File: config.mk
export PLATFORM = sky130hd
export DESIGN_NAME = quoted_printable_decoder_core
export DESIGN_NICKNAME = d
export VERILOG_FILES = /design/src/design/qpd_pkg.sv /design/src/design/qpd_decode.sv /design/src/design/qpd_emitter.sv /design/src/design/quoted_printable_decoder_core.sv
export SDC_FILE = /design/constraint.sdc
export NUM_CORES = 1
export LEC_CHECK = 0
export ABC_AREA = 1
export ABC_CLOCK_PERIOD_IN_PS = 5700
export BUFFER_PORTS_ARGS = -buffer_cell sky130_fd_sc_hd__buf_2
export CORE_ASPECT_RATIO = 2
export CORE_UTILIZATION = 49
export DETAILED_ROUTE_END_ITERATION = 6
export PLACE_DENSITY = 0.78
export SLEW_MARGIN = 40
export SYNTH_ARGS = -nofsm -noshare
export SYNTH_HDL_FRONTEND = slang
export SYNTH_SLANG_ARGS = --single-unit
File: constraint.sdc
create_clock -name clk -period 5.7 [get_ports clk]
set_input_delay 0.57 -clock clk [delete_from_list [all_inputs] [get_ports clk]]
set_output_delay 0.57 -clock clk [all_outputs]
set_load 0.005 [all_outputs]
File: src/design/qpd_pkg.sv
// qpd_pkg: shared types, character constants and hex helper for the
// quoted-printable decoder core. No dependencies.
`timescale 1ns / 1ps
`default_nettype none
package qpd_pkg;

	localparam logic [7:0] CH_EQ = 8'h3D;
	localparam logic [7:0] CH_CR = 8'h0D;
	localparam logic [7:0] CH_LF = 8'h0A;

	localparam int MAX_RES = 3;

	typedef enum logic [1:0] {
		PH_NONE    = 2'd0,
		PH_EQ      = 2'd1,
		PH_EQ_CHAR = 2'd2
	} qpd_phase_t;

	// results caused by one input byte
	typedef struct packed {
		logic [1:0]                  count;
		logic [MAX_RES-1:0][7:0]     data;
		logic [MAX_RES-1:0]          valid;
		logic                        stream_end;
	} qpd_res_t;

	// returns {is_hex, nibble}
	function automatic logic [4:0] hex_decode(logic [7:0] c);
		logic [4:0] r;
		r = '0;
		if (c >= 8'h30 && c <= 8'h39) begin
			r = {1'b1, c[3:0]};
		end else if ((c >= 8'h41 && c <= 8'h46) || (c >= 8'h61 && c <= 8'h66)) begin
			r = {1'b1, c[3:0] + 4'd9};
		end
		return r;
	endfunction

endpackage
`default_nettype wire

File: src/design/qpd_decode.sv
// qpd_decode: combinational decode of one byte against the hold state,
// giving up to three results and the next hold state. Depends on qpd_pkg.
`timescale 1ns / 1ps
`default_nettype none
module qpd_decode (
	input  wire logic               mode,
	input  wire logic [7:0]         in_byte,
	input  wire logic               last_byte,
	input  wire qpd_pkg::qpd_phase_t phase,
	input  wire logic [7:0]         held,
	output qpd_pkg::qpd_res_t       res,
	output qpd_pkg::qpd_phase_t     phase_next,
	output logic [7:0]              held_next
);

	function automatic qpd_pkg::qpd_res_t push(qpd_pkg::qpd_res_t r, logic [7:0] b,
			logic v);
		qpd_pkg::qpd_res_t o;
		o = r;
		o.data[r.count] = b;
		o.valid[r.count] = v;
		o.count = r.count + 2'd1;
		return o;
	endfunction

	function automatic qpd_pkg::qpd_res_t flush(qpd_pkg::qpd_res_t r,
			qpd_pkg::qpd_phase_t ph, logic [7:0] hc);
		qpd_pkg::qpd_res_t o;
		o = r;
		if (ph == qpd_pkg::PH_EQ || ph == qpd_pkg::PH_EQ_CHAR) begin
			o = push(o, qpd_pkg::CH_EQ, 1'b1);
		end
		if (ph == qpd_pkg::PH_EQ_CHAR) begin
			o = push(o, hc, 1'b1);
		end
		return o;
	endfunction

	always_comb begin
		qpd_pkg::qpd_res_t   r;
		qpd_pkg::qpd_phase_t ph;
		logic [7:0]          hc;
		logic [4:0]          hx_hi;
		logic [4:0]          hx_lo;
		r = '0;
		ph = phase;
		hc = held;
		hx_hi = qpd_pkg::hex_decode(held);
		hx_lo = qpd_pkg::hex_decode(in_byte);
		if (ph != qpd_pkg::PH_EQ && ph != qpd_pkg::PH_EQ_CHAR) begin
			ph = qpd_pkg::PH_NONE;
		end
		if (!mode) begin
			r = flush(r, ph, hc);
			ph = qpd_pkg::PH_NONE;
			hc = '0;
			r = push(r, in_byte, 1'b1);
		end else begin
			if (ph == qpd_pkg::PH_EQ_CHAR) begin
				if (held == qpd_pkg::CH_CR && in_byte == qpd_pkg::CH_LF) begin
					ph = qpd_pkg::PH_NONE;
					hc = '0;
				end else if (hx_hi[4] && hx_lo[4]) begin
					r = push(r, {hx_hi[3:0], hx_lo[3:0]}, 1'b1);
					ph = qpd_pkg::PH_NONE;
					hc = '0;
				end else begin
					r = flush(r, ph, hc);
					ph = qpd_pkg::PH_NONE;
					hc = '0;
				end
			end else if (ph == qpd_pkg::PH_EQ) begin
				if (in_byte == qpd_pkg::CH_CR || hx_lo[4]) begin
					ph = qpd_pkg::PH_EQ_CHAR;
					hc = in_byte;
				end else begin
					r = flush(r, ph, hc);
					ph = qpd_pkg::PH_NONE;
					hc = '0;
				end
			end
			// plain byte handling when nothing is (any longer) held
			if (ph == qpd_pkg::PH_NONE &&
					!(phase == qpd_pkg::PH_EQ_CHAR && held == qpd_pkg::CH_CR &&
					in_byte == qpd_pkg::CH_LF) &&
					!(phase == qpd_pkg::PH_EQ_CHAR && hx_hi[4] && hx_lo[4])) begin
				if (in_byte == qpd_pkg::CH_EQ) begin
					ph = qpd_pkg::PH_EQ;
					hc = '0;
				end else begin
					r = push(r, in_byte, 1'b1);
				end
			end
		end
		if (last_byte) begin
			r = flush(r, ph, hc);
			ph = qpd_pkg::PH_NONE;
			hc = '0;
			if (r.count == 2'd0) begin
				r = push(r, 8'h00, 1'b0);
			end
			r.stream_end = 1'b1;
		end
		res = r;
		phase_next = ph;
		held_next = hc;
	end

endmodule
`default_nettype wire

File: src/design/qpd_emitter.sv
// qpd_emitter: result buffer that holds the results of one byte and sends
// them out one transfer per cycle while m_tready is high. Depends on qpd_pkg.
`timescale 1ns / 1ps
`default_nettype none
module qpd_emitter (
	input  wire logic              clk,
	input  wire logic              arst_n,
	input  wire logic              load,
	input  wire qpd_pkg::qpd_res_t res_in,
	output logic                   free,
	output logic                   m_tvalid,
	input  wire logic              m_tready,
	output logic [7:0]             m_tdata,
	output logic [1:0]             m_tuser,
	output logic                   m_tlast
);

	qpd_pkg::qpd_res_t buf_q;
	logic [1:0]        idx_q;
	logic              full_q;
	logic              is_last;
	logic              take;

	assign is_last = (idx_q == buf_q.count - 2'd1);
	assign take = full_q && m_tready;
	assign free = !full_q || (take && is_last);

	always_ff @(posedge clk or negedge arst_n) begin
		if (!arst_n) begin
			full_q <= 1'b0;
			idx_q <= '0;
		end else if (load) begin
			full_q <= 1'b1;
			idx_q <= '0;
		end else if (take) begin
			if (is_last) begin
				full_q <= 1'b0;
			end
			idx_q <= idx_q + 2'd1;
		end
	end

	always_ff @(posedge clk) begin
		if (load) begin
			buf_q <= res_in;
		end
	end

	assign m_tvalid = full_q;
	assign m_tdata = buf_q.data[idx_q];
	assign m_tuser = {is_last, buf_q.valid[idx_q]};
	assign m_tlast = is_last && buf_q.stream_end;

endmodule
`default_nettype wire

File: src/design/quoted_printable_decoder_core.sv
// quoted_printable_decoder_core: top level with input register, hold state,
// mode register and result emitter. Depends on qpd_pkg, qpd_decode, qpd_emitter.
//
// Usage:
//  - s_* channel takes one encoded byte per transfer; s_tlast marks the end of
//    the body. m_* channel gives decoded results, one per transfer.
//  - m_tuser[0] is byte_valid (0 only for a bare end marker), m_tuser[1] is
//    run_last (last result of its input byte), m_tlast is stream_end.
//  - cfg_valid/cfg_data write decode_mode (1 decode, 0 copy); write only when
//    the block is idle. cfg_ready is always high.
//  - the first result of a byte is presented from the result buffer, which
//    loads it from the input register once the buffer is free.
//  - throughput: one byte per cycle while each byte yields at most one
//    result and m_tready is high; a byte with several results holds the
//    result buffer while the output side sends them, one result per cycle.
//  - bytes that yield nothing (held '=' and escape bytes) pass the input
//    register without waiting on the result buffer.
//  - reset clears the hold state, empties both registers and sets decode mode.
//  - when m_tready is low the current result holds; one more byte waits in
//    the input register, then s_tready drops.
`timescale 1ns / 1ps
`default_nettype none
module quoted_printable_decoder_core (
	input  wire logic       clk,
	input  wire logic       arst_n,
	input  wire logic       cfg_valid,
	output logic            cfg_ready,
	input  wire logic       cfg_data,   // decode_mode
	input  wire logic       s_tvalid,
	output logic            s_tready,
	input  wire logic [7:0] s_tdata,    // in_byte
	input  wire logic       s_tlast,    // last_byte
	output logic            m_tvalid,
	input  wire logic       m_tready,
	output logic [7:0]      m_tdata,    // out_byte
	output logic [1:0]      m_tuser,    // [0] byte_valid, [1] run_last
	output logic            m_tlast     // stream_end
);

	logic                mode_q;
	qpd_pkg::qpd_phase_t phase_q;
	logic [7:0]          held_q;
	logic                valid_s1;
	logic [7:0]          byte_s1;
	logic                last_s1;

	qpd_pkg::qpd_res_t   res;
	qpd_pkg::qpd_phase_t phase_next;
	logic [7:0]          held_next;
	logic                free;
	logic                advance;
	logic                load;

	assign cfg_ready = 1'b1;
	assign advance = valid_s1 && (res.count == 2'd0 || free);
	assign load = advance && res.count != 2'd0;
	assign s_tready = !valid_s1 || advance;

	always_ff @(posedge clk or negedge arst_n) begin
		if (!arst_n) begin
			mode_q <= 1'b1;
			phase_q <= qpd_pkg::PH_NONE;
			held_q <= '0;
			valid_s1 <= 1'b0;
		end else begin
			if (cfg_valid && cfg_ready) begin
				mode_q <= cfg_data;
			end
			if (advance) begin
				phase_q <= phase_next;
				held_q <= held_next;
			end
			if (s_tready) begin
				valid_s1 <= s_tvalid;
			end
		end
	end

	always_ff @(posedge clk) begin
		if (s_tvalid && s_tready) begin
			byte_s1 <= s_tdata;
			last_s1 <= s_tlast;
		end
	end

	qpd_decode u_decode (
		.mode       (mode_q),
		.in_byte    (byte_s1),
		.last_byte  (last_s1),
		.phase      (phase_q),
		.held       (held_q),
		.res        (res),
		.phase_next (phase_next),
		.held_next  (held_next)
	);

	qpd_emitter u_emitter (
		.clk      (clk),
		.arst_n   (arst_n),
		.load     (load),
		.res_in   (res),
		.free     (free),
		.m_tvalid (m_tvalid),
		.m_tready (m_tready),
		.m_tdata  (m_tdata),
		.m_tuser  (m_tuser),
		.m_tlast  (m_tlast)
	);

endmodule
`default_nettype wire

### Word-level counts from Yosys, hierarchy flattened

Index checks and enable logic that the tools add are counted.

* flip-flop bits (word level): 54

* equal/unequal tests: 12
* bitwise operators: 13
* order comparisons: 27
* multiplexer cells: 85
* add/sub/neg operators: 11
* reduce and logical (&&, ||, !) cells: 47

Operators with widths (count)
* 30-bit two-way mux: 22
* 24-bit bitwise mux: 5
* 8-bit two-way mux: 15
* 8-bit demux with 2-bit select: 7
* 8-bit by 7-bit greater-or-equal comparator with 1-bit output (second input constant): 4
* 8-bit by 7-bit <= comparator with 1-bit output (second input constant): 4
* 29-bit two-way mux: 1
* 1-bit logical AND: 28
* 24-bit AND: 1
* 8-bit by 4-bit equality test with 1-bit output (second input constant): 3
* 2-bit by 3-bit less-than comparator with 1-bit output (second input constant): 8
* 24-bit NOT: 1
* 2-bit two-way mux: 11
* 5-bit two-way mux: 4
* 3-bit bitwise OR: 6
* 2-bit by 1-bit adder with 2-bit output (second input constant): 8
* 8-bit binary-select mux with 2-bit select: 1
* 8-bit by 6-bit greater-or-equal comparator with 1-bit output (second input constant): 2
* 8-bit by 6-bit <= comparator with 1-bit output (second input constant): 2
* 15-bit bitwise OR: 1
* 1-bit demux with 2-bit select: 7
* 2-bit by 1-bit greater-or-equal comparator with 1-bit output (second input constant): 7
* 1-bit two-way mux: 11
* 9-bit AND: 1
* other kinds (17): 35

### Longest topological paths before layout

* depth in word-level cells: 56
* mapped depth: 34

### Cells and area by module

A second synthesis with hierarchy kept.

* cell total of the unflattened synthesis: 590
* area, all modules: 4555.6 um^2

Modules (own cells, without submodules)
* qpd_decode: cells an instance 423, sequential area each 0.0 um^2, area each 2439.8 um^2, times used 1
* qpd_emitter: cells an instance 99, sequential area each 975.9 um^2, area each 1323.8 um^2, times used 1
* quoted_printable_decoder_core: cells an instance 68, sequential area each 571.8 um^2, area each 792.0 um^2, times used 1

### Worst setup path before layout

OpenSTA, ideal clock, no wires.

* kind: register to register
* from: reg byte_s1[1]
* to: reg u_emitter.buf_q[0] (netlist bit), enable pin
* required time: 5315 ps
* setup slack: 321 ps
* library setup time: 385 ps
* arrival: 4994 ps
* period minus slack after synthesis: 5379 ps
* cell stages (with the launch flop): 32
* path buffers: 1
* path through: edfxtp_1 > inv_1 > ha_1 > inv_1 > nand3b_1 > nand3_4 > nand2_2 > nand2_2 > nand3_2 > buf_4 > ha_1 > or2_2 > nand2_1 > nand2_1 > nand2_1 > nand2_1 > nand2_1 > inv_1 > ha_1 > or2_2 > nand2_1 > inv_1 > ha_1 > nand2_1 > nand2_1 > ha_1 > nand2_1 > o22ai_1 > inv_2 > nand3_4 > nand3_1 > inv_1

* cells in the longest elaborated chain, start to end: 29

RTL lines
* start: declaration: RTL line quoted_printable_decoder_core.sv:44 `logic [7:0] byte_s1;`
* start signal: assignment: RTL line quoted_printable_decoder_core.sv:81 `byte_s1 <= s_tdata;`
* branches (longest 24 deep; another with 8-bit by 7-bit greater-or-equal comparator with 1-bit output)
* 30-bit two-way mux *: RTL line qpd_decode.sv:95 `if (last_byte) begin`
* 2-bit logical NOT: RTL line quoted_printable_decoder_core.sv:55 `assign advance = valid_s1 && (res.count == 2'd0 || free);`
* 1-bit logical OR: RTL line quoted_printable_decoder_core.sv:55
* 1-bit logical AND: RTL line quoted_printable_decoder_core.sv:55
* 1-bit logical AND *: RTL line quoted_printable_decoder_core.sv:56 `assign load = advance && res.count != 2'd0;`
* named net load: RTL line quoted_printable_decoder_core.sv:52 `logic load;`
* end signal: assignment: RTL line qpd_emitter.sv:45 `buf_q <= res_in;`
* end: declaration: RTL line qpd_emitter.sv:18 `qpd_pkg::qpd_res_t buf_q;`

Mark *: on every way through the listed nets, which the timed path passes. The select of a mux whose other input is x is not followed.
A chain may end at the register's enable or synchronous reset.

### Worst setup path after layout

* from: reg held_q[0]
* to: out s_tready

* cells in the longest elaborated chain, start to end: 27

RTL lines
* start: declaration: RTL line quoted_printable_decoder_core.sv:42 `logic [7:0] held_q;`
* start signal: assignment: RTL line quoted_printable_decoder_core.sv:71 `held_q <= held_next;`
* 8-bit by 7-bit greater-or-equal comparator with 1-bit output / 8-bit by 7-bit <= comparator with 1-bit output (equally long branches): RTL line qpd_pkg.sv:33 `end else if ((c >= 8'h41 && c <= 8'h46) || (c >= 8'h61 && c <= 8'h66)) begin`
* 1-bit logical AND: RTL line qpd_pkg.sv:33
* 1-bit logical OR: RTL line qpd_pkg.sv:33
* 5-bit two-way mux: RTL line qpd_pkg.sv:33
* 5-bit two-way mux: RTL line qpd_pkg.sv:31 `if (c >= 8'h30 && c <= 8'h39) begin`
* 1-bit logical AND: RTL line qpd_decode.sv:63 `end else if (hx_hi[4] && hx_lo[4]) begin`
* 30-bit two-way mux: RTL line qpd_decode.sv:63
* 30-bit two-way mux: RTL line qpd_decode.sv:60 `if (held == qpd_pkg::CH_CR && in_byte == qpd_pkg::CH_LF) begin`
* [... 11 more ...]
* 30-bit two-way mux: RTL line qpd_decode.sv:95
* 2-bit by 1-bit adder with 2-bit output / 2-bit logical NOT (equally long branches): RTL line qpd_decode.sv:22, qpd_decode.sv:99
* 30-bit two-way mux: RTL line qpd_decode.sv:99 `if (r.count == 2'd0) begin`
* 30-bit two-way mux *: RTL line qpd_decode.sv:95
* 2-bit logical NOT *: RTL line quoted_printable_decoder_core.sv:55
* 1-bit logical OR *: RTL line quoted_printable_decoder_core.sv:55
* 1-bit logical AND *: RTL line quoted_printable_decoder_core.sv:55
* 1-bit logical OR *: RTL line quoted_printable_decoder_core.sv:57 `assign s_tready = !valid_s1 || advance;`
* end: declaration: RTL line quoted_printable_decoder_core.sv:30 `output logic s_tready,`

Every way passes the cells marked *; elsewhere a longest branch is shown, timed or not. The select of a mux whose other input is x is not followed.

==> qor.txt <==
Final Hold Violating Endpoints - 0
post-placement worst setup slack - 0.266 ns
gr usage total - 0.341
share of synthesized area occupied by flip-flops and latches - 0.361
synthesized-area fraction occupied by and/or/nand/nor cells - 0.278
delay of the slowest cell on the worst path - 0.43 ns
Post-Synthesis Cells - 571
Synthesized Nets - 610
number of port buffers - 27
met2 usage in global routing - 0.601
Worst Slack Setup Final - 0.252 ns
dominant combinational cell family by area after synthesis - simple AND/OR/NAND/NOR gates
Clk Latency, worst-skew pair - 0.30 ns
core utilization of the finished layout - 0.597
cell with the largest stage delay on the worst path - sky130_fd_sc_hd__dfrtp_2
maximum number of pins on one net before global-route repair - 31
CTS H-Tree Depth - 2
adder-cell share of the synthesized area - 0.0701
number of violations of the max-capacitance limit - 0
status - complete, no violations
clock buffer count from CTS - 5
required time at the endpoint of the critical path - 5.13 ns
number of hold buffers added after cts - 0
sinks on the clock net - 54
synthesized-area fraction occupied by ao, oa, aoi and oai cells - 0.188
Max-Slew Margin vs Limit - 0.485
register bit total from synthesis - 54
Hold Path Class - input pin to async pin
type of the setup path with the least slack - flip-flop to output port
vias post-DR - 4395
Avg Inst Size Synth - 7.50 um^2
Logic pwr share - 0.365
register-to-register path setup slack - 0.56 ns
power density over cell area - 314 nW/um^2
share of cells above drive strength 1 - 0.202
antenna viol nets, final - 0
final-stage net count - 661
CTS Buffer Depth - 2
most used cells in the layout excluding fill and tap cells - 92 x sky130_fd_sc_hd__nand2_1, 68 x sky130_fd_sc_hd__nor2_1, 63 x sky130_fd_sc_hd__inv_1
net switching power - 585 uW
critical path buffer and inverter count - 6
number of detailed-route iterations in the first pass - 5
Routed Wire Length - 14800 um
Clock Power Share - 0.224
drt wl/cell - 20.5 um
number of max-slew violations in the final report - 0
sort of element at the end of the critical path - output port
half-perimeter wire length of the detailed placement result - 11800 um
mux cell area share after synthesis - 0
reported leakage power - 2.23 nW
met3 Use GR - 0.0417
number of antenna diodes - 0
number of distinct library cells after synthesis - 46
final total power - 1.57 mW
Clock Root Buffer - sky130_fd_sc_hd__clkbuf_16
global-route wire length before repair - 22300 um
Top Ports - 29
Yosys warning count - 0
vias in the first global route - 4186
Slew @ Worst Pin - 0.765 ns
sum of overflow across all layers after global routing - 0
maximum fanout count along the critical path - 8
commonest non-fill, non-tap cell in the layout - sky130_fd_sc_hd__nand2_1
clock tree skew after final layout - 0.00622 ns
detailed-route DRC error count - 0
Internal - 981 uW
number of antenna violations at the first check in global routing - 0
fill cell count - 802
Final Wtd Congestion - 1.07
post-synthesis async set-or-reset flop share - 0.278
Initial Util - 0.513
Clock Pin Slew Worst Setup and Hold Paths - 0.07 ns
number of DRC violations after detailed-routing iteration 0 - 604
Total Die Area - 9140 um^2
area delta synth->final - 16.3%
register share of total power - 0.411
TritonCTS clock tree - done
placement row count - 47
arrival time of data at the critical path endpoint - 4.88 ns
minimum clock period after layout - 5.45 ns
Top FF cell, synth - sky130_fd_sc_hd__edfxtp_1
category of cells accounting for the largest share of critical-path delay - simple AND/OR/NAND/NOR gates
width of the die - 68.1 um
number of enable-type register cells in the synthesized netlist - 39
die span in y - 134 um
highest ir drop seen on vdd - 0.000242 V
global route hottest layer - met2
detailed-route vias per instance - 6.10
switching part of the total - 0.373
number of setup violations in the final report - 0
timing-limited maximum frequency - 184 MHz
startpoint type of the worst setup path - flip-flop
synthesized cell area - 4280 um^2
area share of xor/xnor cells in the synthesized design - 0.00993
area of the core region - 8350 um^2
final critical-path share of the clock period - 0.956
met1 usage - 0.342
## area by class of cell
type	instances	area [um^2]	share of cell area
tap	98	123	0.0246
inverter	74	289	0.0580
clock buffer	5	125	0.0251
timing repair buffer	66	453	0.0909
clock inverter	3	40.0	0.00804
multi-input combinational	421	2400	0.482
sequential	54	1550	0.311
## per-stage QoR
| step | cells | hold slack, ns | instance area [um^2] | setup TNS (ns) |
|---|---|---|---|---|
| 5_1_grt | 721 | 0.199 | 4980 | -0.0391 |
| 3_3_place_gp | 694 | 0.489 | 4610 | 0 |
| 2_1_floorplan | 571 | 0.274 | 4280 | 0 |
| 4_1_cts | 704 | 0.179 | 4790 | 0 |
| 3_5_place_dp | 694 | 0.496 | 4610 | 0 |
| 6_report | 721 | 0.170 | 4980 | 0 |
## power by group through the flow
stage               Combinational, mW  Clock [mW]  Sequential, mW
global placement                0.531           0           0.646
global route                    0.655       0.363           0.659
detailed placement              0.550           0           0.654
CTS                             0.558       0.353           0.644
finish                          0.571       0.351           0.643
floorplan                       0.382           0           0.605
## cells in the mapped netlist, types with 2 or more instances
library cell	instances	share of area
sky130_fd_sc_hd__o22ai_1	12	0.018
sky130_fd_sc_hd__nand2_2	12	0.018
sky130_fd_sc_hd__nor2_2	2	0.0029
sky130_fd_sc_hd__clkbuf_1	15	0.013
sky130_fd_sc_hd__nor2_4	2	0.0053
sky130_fd_sc_hd__a221oi_1	5	0.010
sky130_fd_sc_hd__nand4_1	4	0.0058
sky130_fd_sc_hd__inv_2	4	0.0035
sky130_fd_sc_hd__nand3_1	43	0.050
sky130_fd_sc_hd__inv_4	2	0.0029
sky130_fd_sc_hd__ha_1	24	0.070
sky130_fd_sc_hd__nand3b_1	2	0.0035
sky130_fd_sc_hd__a211oi_1	3	0.0053
sky130_fd_sc_hd__nand3_4	3	0.012
sky130_fd_sc_hd__inv_1	66	0.058
sky130_fd_sc_hd__xnor2_1	2	0.0041
sky130_fd_sc_hd__a31oi_1	3	0.0044
sky130_fd_sc_hd__nor3_1	10	0.012
sky130_fd_sc_hd__nor2_1	69	0.060
sky130_fd_sc_hd__dfrtp_1	14	0.082
sky130_fd_sc_hd__a21oi_1	38	0.044
sky130_fd_sc_hd__o31ai_1	9	0.016
sky130_fd_sc_hd__or2_2	3	0.0044
sky130_fd_sc_hd__o211ai_1	7	0.012
sky130_fd_sc_hd__o21ai_0	53	0.062
sky130_fd_sc_hd__edfxtp_1	39	0.27
sky130_fd_sc_hd__buf_4	5	0.0088
sky130_fd_sc_hd__clkinv_1	2	0.0018
sky130_fd_sc_hd__nand3_2	7	0.016
sky130_fd_sc_hd__nand2_1	95	0.083
## routing by layer
metal	vias up	part of all wire
met5	-	0
met4	0	0.096
met3	102	0.055
met2	257	0.53
met1	1993	0.32
li1	2043	-
## registers in the layout (all words and copies together), names as in the netlist
name and cells:
valid_s1 1, u_emitter.m_tvalid 1, mode_q 1, u_emitter.idx_q 2, byte_s1 8, held_q 8
last_s1 1, phase_q 2, u_emitter.buf_q 30
## cells by family (layout without fill, tap and decap cells)
group	after synthesis	count (layout)
flip-flops	54	54
buffers and inverters	96	148
adder cells (fa/ha/maj)	24	24
AO/OA/AOI/OAI	138	138
other	1	1
AND/OR/NAND/NOR	254	254
XOR/XNOR	4	4
## path summary, 6_finish.rpt
path                       startpoint                   to  cells past startpoint
max                         held_q[0]             s_tready                     29
min                            arst_n            held_q[2]                      1
max reg2reg                 held_q[0]  u_emitter.buf_q[24]                     30
min reg2reg                phase_q[1]           phase_q[1]                      2
max in group asynchronous      arst_n               mode_q                      1
min in group clk           s_tdata[2]           byte_s1[2]                      1
## timing repair
action	4_1_cts	5_1_grt
pin swaps	0	6
endpoints found under the hold margin	0	0
setup buffers	2	17
gates resized for setup	3	16
endpoints found under the setup margin	1	44
Power figures use the tool's default switching activity.
